$ cat src/hdl/cbpf_pkg.sv
// ----------------------------------------------------------------------------
// cbpf_pkg
// Shared types and constants of the classic BPF filter engine.
// ----------------------------------------------------------------------------
`default_nettype none
package cbpf_pkg;

  localparam logic [1:0] CMD_WRITE_SLOT = 2'd0;
  localparam logic [1:0] CMD_WRITE_DATA = 2'd1;
  localparam logic [1:0] CMD_RUN        = 2'd2;

  localparam logic [31:0] FAULT_VALUE  = 32'h8000_0000;
  localparam logic [31:0] RECORD_BYTES = 32'd64;

  localparam logic [15:0] OP_LD_ABS  = 16'h0020;
  localparam logic [15:0] OP_LD_LEN  = 16'h0080;
  localparam logic [15:0] OP_LDX_LEN = 16'h0081;
  localparam logic [15:0] OP_LD_IMM  = 16'h0000;
  localparam logic [15:0] OP_LDX_IMM = 16'h0001;
  localparam logic [15:0] OP_LD_MEM  = 16'h0060;
  localparam logic [15:0] OP_LDX_MEM = 16'h0061;
  localparam logic [15:0] OP_ST      = 16'h0002;
  localparam logic [15:0] OP_STX     = 16'h0003;
  localparam logic [15:0] OP_TAX     = 16'h0007;
  localparam logic [15:0] OP_TXA     = 16'h0087;
  localparam logic [15:0] OP_ADD_K   = 16'h0004;
  localparam logic [15:0] OP_ADD_X   = 16'h000c;
  localparam logic [15:0] OP_SUB_K   = 16'h0014;
  localparam logic [15:0] OP_SUB_X   = 16'h001c;
  localparam logic [15:0] OP_MUL_K   = 16'h0024;
  localparam logic [15:0] OP_MUL_X   = 16'h002c;
  localparam logic [15:0] OP_DIV_K   = 16'h0034;
  localparam logic [15:0] OP_DIV_X   = 16'h003c;
  localparam logic [15:0] OP_OR_K    = 16'h0044;
  localparam logic [15:0] OP_OR_X    = 16'h004c;
  localparam logic [15:0] OP_AND_K   = 16'h0054;
  localparam logic [15:0] OP_AND_X   = 16'h005c;
  localparam logic [15:0] OP_LSH_K   = 16'h0064;
  localparam logic [15:0] OP_LSH_X   = 16'h006c;
  localparam logic [15:0] OP_RSH_K   = 16'h0074;
  localparam logic [15:0] OP_RSH_X   = 16'h007c;
  localparam logic [15:0] OP_NEG     = 16'h0084;
  localparam logic [15:0] OP_XOR_K   = 16'h00a4;
  localparam logic [15:0] OP_XOR_X   = 16'h00ac;
  localparam logic [15:0] OP_JA      = 16'h0005;
  localparam logic [15:0] OP_JEQ_K   = 16'h0015;
  localparam logic [15:0] OP_JEQ_X   = 16'h001d;
  localparam logic [15:0] OP_JGT_K   = 16'h0025;
  localparam logic [15:0] OP_JGT_X   = 16'h002d;
  localparam logic [15:0] OP_JGE_K   = 16'h0035;
  localparam logic [15:0] OP_JGE_X   = 16'h003d;
  localparam logic [15:0] OP_JSET_K  = 16'h0045;
  localparam logic [15:0] OP_JSET_X  = 16'h004d;
  localparam logic [15:0] OP_RET_K   = 16'h0006;
  localparam logic [15:0] OP_RET_A   = 16'h0016;

  // controller -> datapath
  typedef struct packed {
    logic clear;      // start of run: clear A, X, scratch
    logic fetch;      // register instruction from program RAM
    logic exec;       // execute the fetched instruction
    logic div_start;
    logic div_done;   // write quotient to A
  } cbpf_cmd_t;

  // datapath -> controller
  typedef struct packed {
    logic        pc_over;   // next pc past store
    logic        is_ret;
    logic        is_div;
    logic        div_zero;
    logic        bad_op;
    logic        ld_over;
    logic        div_busy;
    logic [31:0] ret_val;
  } cbpf_stat_t;

endpackage
`default_nettype wire

$ cat src/hdl/cbpf_ctrl.sv
// ----------------------------------------------------------------------------
// cbpf_ctrl
// Run sequencer: fetch, execute, divide wait, result hand-off.
// ----------------------------------------------------------------------------
`default_nettype none
module cbpf_ctrl (
  input  wire logic                 clk,
  input  wire logic                 rst_n,
  input  wire logic                 in_valid,
  input  wire logic [1:0]           in_cmd,
  output logic                      in_stall,
  output logic                      out_valid,
  input  wire logic                 out_stall,
  output logic [31:0]               out_return_value,
  output logic                      out_fault,
  input  wire cbpf_pkg::cbpf_stat_t stat,
  output cbpf_pkg::cbpf_cmd_t       cmd
);
  typedef enum logic [2:0] {S_IDLE, S_FETCH, S_EXEC, S_DIV, S_DIVEND} state_t;
  state_t state_r;
  logic accept, fin;
  logic [31:0] val;
  logic flt;

  assign in_stall = state_r != S_IDLE || out_valid;
  assign accept   = in_valid && !in_stall;

  always_comb begin
    cmd = '0;
    fin = 1'b0;
    val = '0;
    flt = 1'b0;
    cmd.clear = accept && in_cmd == cbpf_pkg::CMD_RUN;
    case (state_r)
      S_EXEC: begin
        if (stat.bad_op) begin
          fin = 1'b1; val = cbpf_pkg::FAULT_VALUE; flt = 1'b1;
        end else if (stat.is_ret) begin
          fin = 1'b1; val = stat.ret_val;
        end else if (stat.ld_over || (stat.is_div && stat.div_zero)) begin
          fin = 1'b1;
        end else if (stat.pc_over) begin
          fin = 1'b1; val = cbpf_pkg::FAULT_VALUE; flt = 1'b1;
        end else if (stat.is_div) begin
          cmd.div_start = 1'b1;
        end else begin
          cmd.exec = 1'b1;
        end
      end
      S_DIV: if (!stat.div_busy) cmd.div_done = 1'b1;
      default: ;
    endcase
    cmd.fetch = state_r == S_FETCH;
  end

  always_ff @(posedge clk) begin
    if (!rst_n) begin
      state_r   <= S_IDLE;
      out_valid <= 1'b0;
    end else begin
      if (out_valid && !out_stall) out_valid <= 1'b0;
      case (state_r)
        S_IDLE:  if (cmd.clear) state_r <= S_FETCH;
        S_FETCH: state_r <= S_EXEC;
        S_EXEC: begin
          if (fin) begin
            state_r          <= S_IDLE;
            out_valid        <= 1'b1;
            out_return_value <= val;
            out_fault        <= flt;
          end else if (cmd.div_start) state_r <= S_DIV;
          else state_r <= S_FETCH;
        end
        S_DIV:    if (cmd.div_done) state_r <= S_DIVEND;
        S_DIVEND: state_r <= S_FETCH;
        default: state_r <= S_IDLE;
      endcase
    end
  end
endmodule
`default_nettype wire

$ cat config.mk
export PLATFORM = sky130hd
export DESIGN_NAME = cbpf_ctrl
export DESIGN_NICKNAME = d
export VERILOG_FILES = /design/src/hdl/cbpf_pkg.sv /design/src/hdl/cbpf_ctrl.sv
export SDC_FILE = /design/constraint.sdc
export NUM_CORES = 1
export LEC_CHECK = 0
export ABC_AREA = 1
export BUFFER_PORTS_ARGS = -buffer_cell sky130_fd_sc_hd__buf_2
export CELL_PAD_IN_SITES_DETAIL_PLACEMENT = 0
export CELL_PAD_IN_SITES_GLOBAL_PLACEMENT = 1
export CORE_UTILIZATION = 31
export CTS_CLUSTER_DIAMETER = 80
export DETAILED_ROUTE_END_ITERATION = 16
export PLACE_DENSITY = 0.75
export SLEW_MARGIN = 30
export SYNTH_ARGS = -nofsm -noshare
export SYNTH_HDL_FRONTEND = slang
export SYNTH_SLANG_ARGS = --single-unit
$ cat constraint.sdc
create_clock -name clk -period 3.2 [get_ports clk]
set_input_delay 0.8 -clock clk [delete_from_list [all_inputs] [get_ports clk]]
set_output_delay 0.8 -clock clk [all_outputs]
set_load 0.02 [all_outputs]
==> results_dict.tcl <==
set metrics [dict create \
    cts_root_buf "clkbuf_8" \
    cp-startpoint "stat[36]" \
    grt_pass1_vias 1116 \
    dp_cells 302 \
    tns_ps 0 \
    ioPinCount 85 \
    p_int_uw 729.6 \
    slew_viol_final 0 \
    critical-path-max-stage-delay_ps 160 \
    setup_violations 0 \
    status "finished, final reports clean" \
    path_cells "buf_2, nand2_1, nand2_1, nor2_2, nand2_1, nor2_1, buf_2" \
    hold_viol 0 \
    required_ps 2400 \
    areaGrowthSynthToFinish_pct 38.49 \
    pwr-share-seq 0.573 \
    cts_setup_buffers 0 \
    grt_max_degree 32 \
    worstSetupStartpointType "input port" \
    min_period_over_period 0.7278 \
    gp_congestion 0.7727 \
    cts_tree "done" \
    fin_crit_ps 2329 \
    htree_levels 2 \
    wl_per_cell_um 9.252 \
    first_pass_iters 3 \
    worst_skew_pair.late_latency_ps 270 \
    crit_path_top_delay_cell "buf_2" \
    synthCells 152 \
    hold_buffers 0 \
    post-route-drc-count 0 \
    crit_arrival_ps 1530 \
    rsz0062_at_grt "no" \
    clock_skew_ps 1.166 \
    end_kind "output pin" \
    syn_area_um2 1538 \
    critPathTopFamily "simple AND/OR/NAND/NOR gates" \
    maxCapViolCount 0 \
    numCtsBuffers 5 \
    die_area_um2 5246 \
    comb_power_share 0.110 \
    post-route-cell-area_um2 2130 \
    ys_seq_area_frac 0.6965 \
    layout-drive-gt1-share 0.4074 \
    cts_resized 0 \
    slew_headroom 0.7282 \
    grt_pass1_wl_um 4602 \
    gr-usage-all-layers 0.1173 \
    ys_types 16 \
    routed_wirelength_um 2868 \
    die_h_um 72.43 \
    min_from "out_valid$_SDFF_PN0_" \
    clk_pin_slew_worst_paths_ps 70 \
    r2r-start "state_r[2]$_SDFFE_PN0P_" \
    grt_overflow 0 \
    fin_total_pwr_uw 941.7 \
    hp-class "flip-flop to flip-flop" \
    syn_nets 197 \
    cts_sinks 37 \
    port_buffers 84 \
    rows 25 \
    power_switching_uw 212.1 \
    antenna_found_initial 0 \
    n_fill_cell 495 \
    place_area_um2 2049 \
    drt_iter0_drc 56 \
    crit_type "input port to output pin" \
    vias 1216 \
    max_freq_ghz 0.4294 \
    instances_no_fill 310 \
    core_area_um2 4755 \
    crit_buf_inv 2 \
    ant_nets 0 \
    final_cell_mix "84 x buf_2, 40 x inv_1, 38 x nor2_1" \
    diodes 0 \
    crit_fanout 3 \
    yosysWarnings 0 \
    fin_nets 287 \
    cpMostUsedCell "nand2_1" \
    clkPwrFrac 0.317 \
    final_common_cell "buf_2" \
    synth.ff_latch_count 37 \
    tightest_slew_ps 406.8 \
    vias_per_cell 3.923 \
    synth_area_per_cell_um2 10.12 \
    clock_path_buffers 2 \
    p_leak_uw 0.001091 \
    place_hpwl_um 2138 \
    irDropWorstVdd_mv 0.1690 \
    pwr_density_cell_nw_per_um2 442.2 \
    initial_core_util 0.3234 \
    p_sw_frac 0.2252 \
    die_x_um 72.43 \
]
## worst paths after layout
kind,endpoint,slack (ps),cells past startpoint
worst max-delay path,cmd[2],870,7
worst min register to register,out_valid$_SDFF_PN0_,500,2
worst min-delay path,out_valid$_SDFF_PN0_,500,2
worst max register to register,out_return_value[31]$_SDFFCE_PP1P_,1470,6
## state kept, by name, indices dropped and copies added (netlist names)
register / flops
out_return_value: 32
out_valid: 1
out_fault: 1
state_r: 3
## power groups by stage
| stage | sequential [µW] | clock (µW) | combinational [µW] |
|---|---|---|---|
| 5_1_grt | 540 | 340 | 118 |
| 3_5_place_dp | 550 | 0 | 105 |
| 6_report | 540 | 298 | 104 |
| 3_3_place_gp | 550 | 0 | 105 |
| 2_1_floorplan | 561 | 0 | 47.4 |
| 4_1_cts | 540 | 313 | 106 |
## tightest hold or removal path, delay by kind of cell (launching register included)
kind             cells  cell delay, ps
AO/OA/AOI/OAI        1              50
flip-flops           1             340
AND/OR/NAND/NOR      1              60
## per-stage QoR
| step | worst slack (ps) | hold WS (ps) | util |
|---|---|---|---|
| 3_5_place_dp | 860.9 | 493.3 | 0.4311 |
| 3_3_place_gp | 881.4 | 483.1 | 0.4311 |
| 6_report | 871.0 | 502.0 | 0.4479 |
| 5_1_grt | 761.1 | 546.8 | 0.4479 |
| 2_1_floorplan | 354.3 | 543.7 | - |
| 4_1_cts | 855.9 | 504.3 | 0.4479 |
## cell usage after synthesis
cell       n  area share
a21oi_1    2      0.0065
nor2_1    39       0.095
inv_2      4      0.0098
o21ai_0    1      0.0033
nor3_1     1      0.0033
nor3_2     1      0.0065
o21ai_1    1      0.0033
nand2_1   14       0.034
nand4_1    2      0.0081
dfxtp_1    4       0.052
nor2_2     2      0.0081
nand3b_1   1      0.0049
edfxtp_1  33        0.64
inv_1     40       0.098
buf_2      3      0.0098
nand3_1    4       0.013
## metal layers
metal / up-vias / wire [µm] / track usage
li1: 638 / - / -
met4: 0 / 47 / 0.05229
met1: 517 / 1275 / 0.1377
met5: - / 0 / 0
met2: 55 / 1261 / 0.1869
met3: 6 / 283 / 0.05000
## layout make-up
class	count	area, µm²	share of cell area
multi-input combinational	68	294.0	0.1381
clock inverter	1	3.754	0.001763
inverter	44	165.2	0.07756
clock buffer	7	76.32	0.03584
timing repair buffer	86	435.4	0.2045
tap	67	83.83	0.03937
sequential	37	1071	0.5029
## cell families after synthesis
kind of cell,after synthesis,synth area share
and+or+nand+nor,64,0.1733
buffers and inverters,47,0.1172
DFF,37,0.6965
AOI/OAI and AO/OA,4,0.01301
No activity file was read; power rests on OpenSTA's default activity.
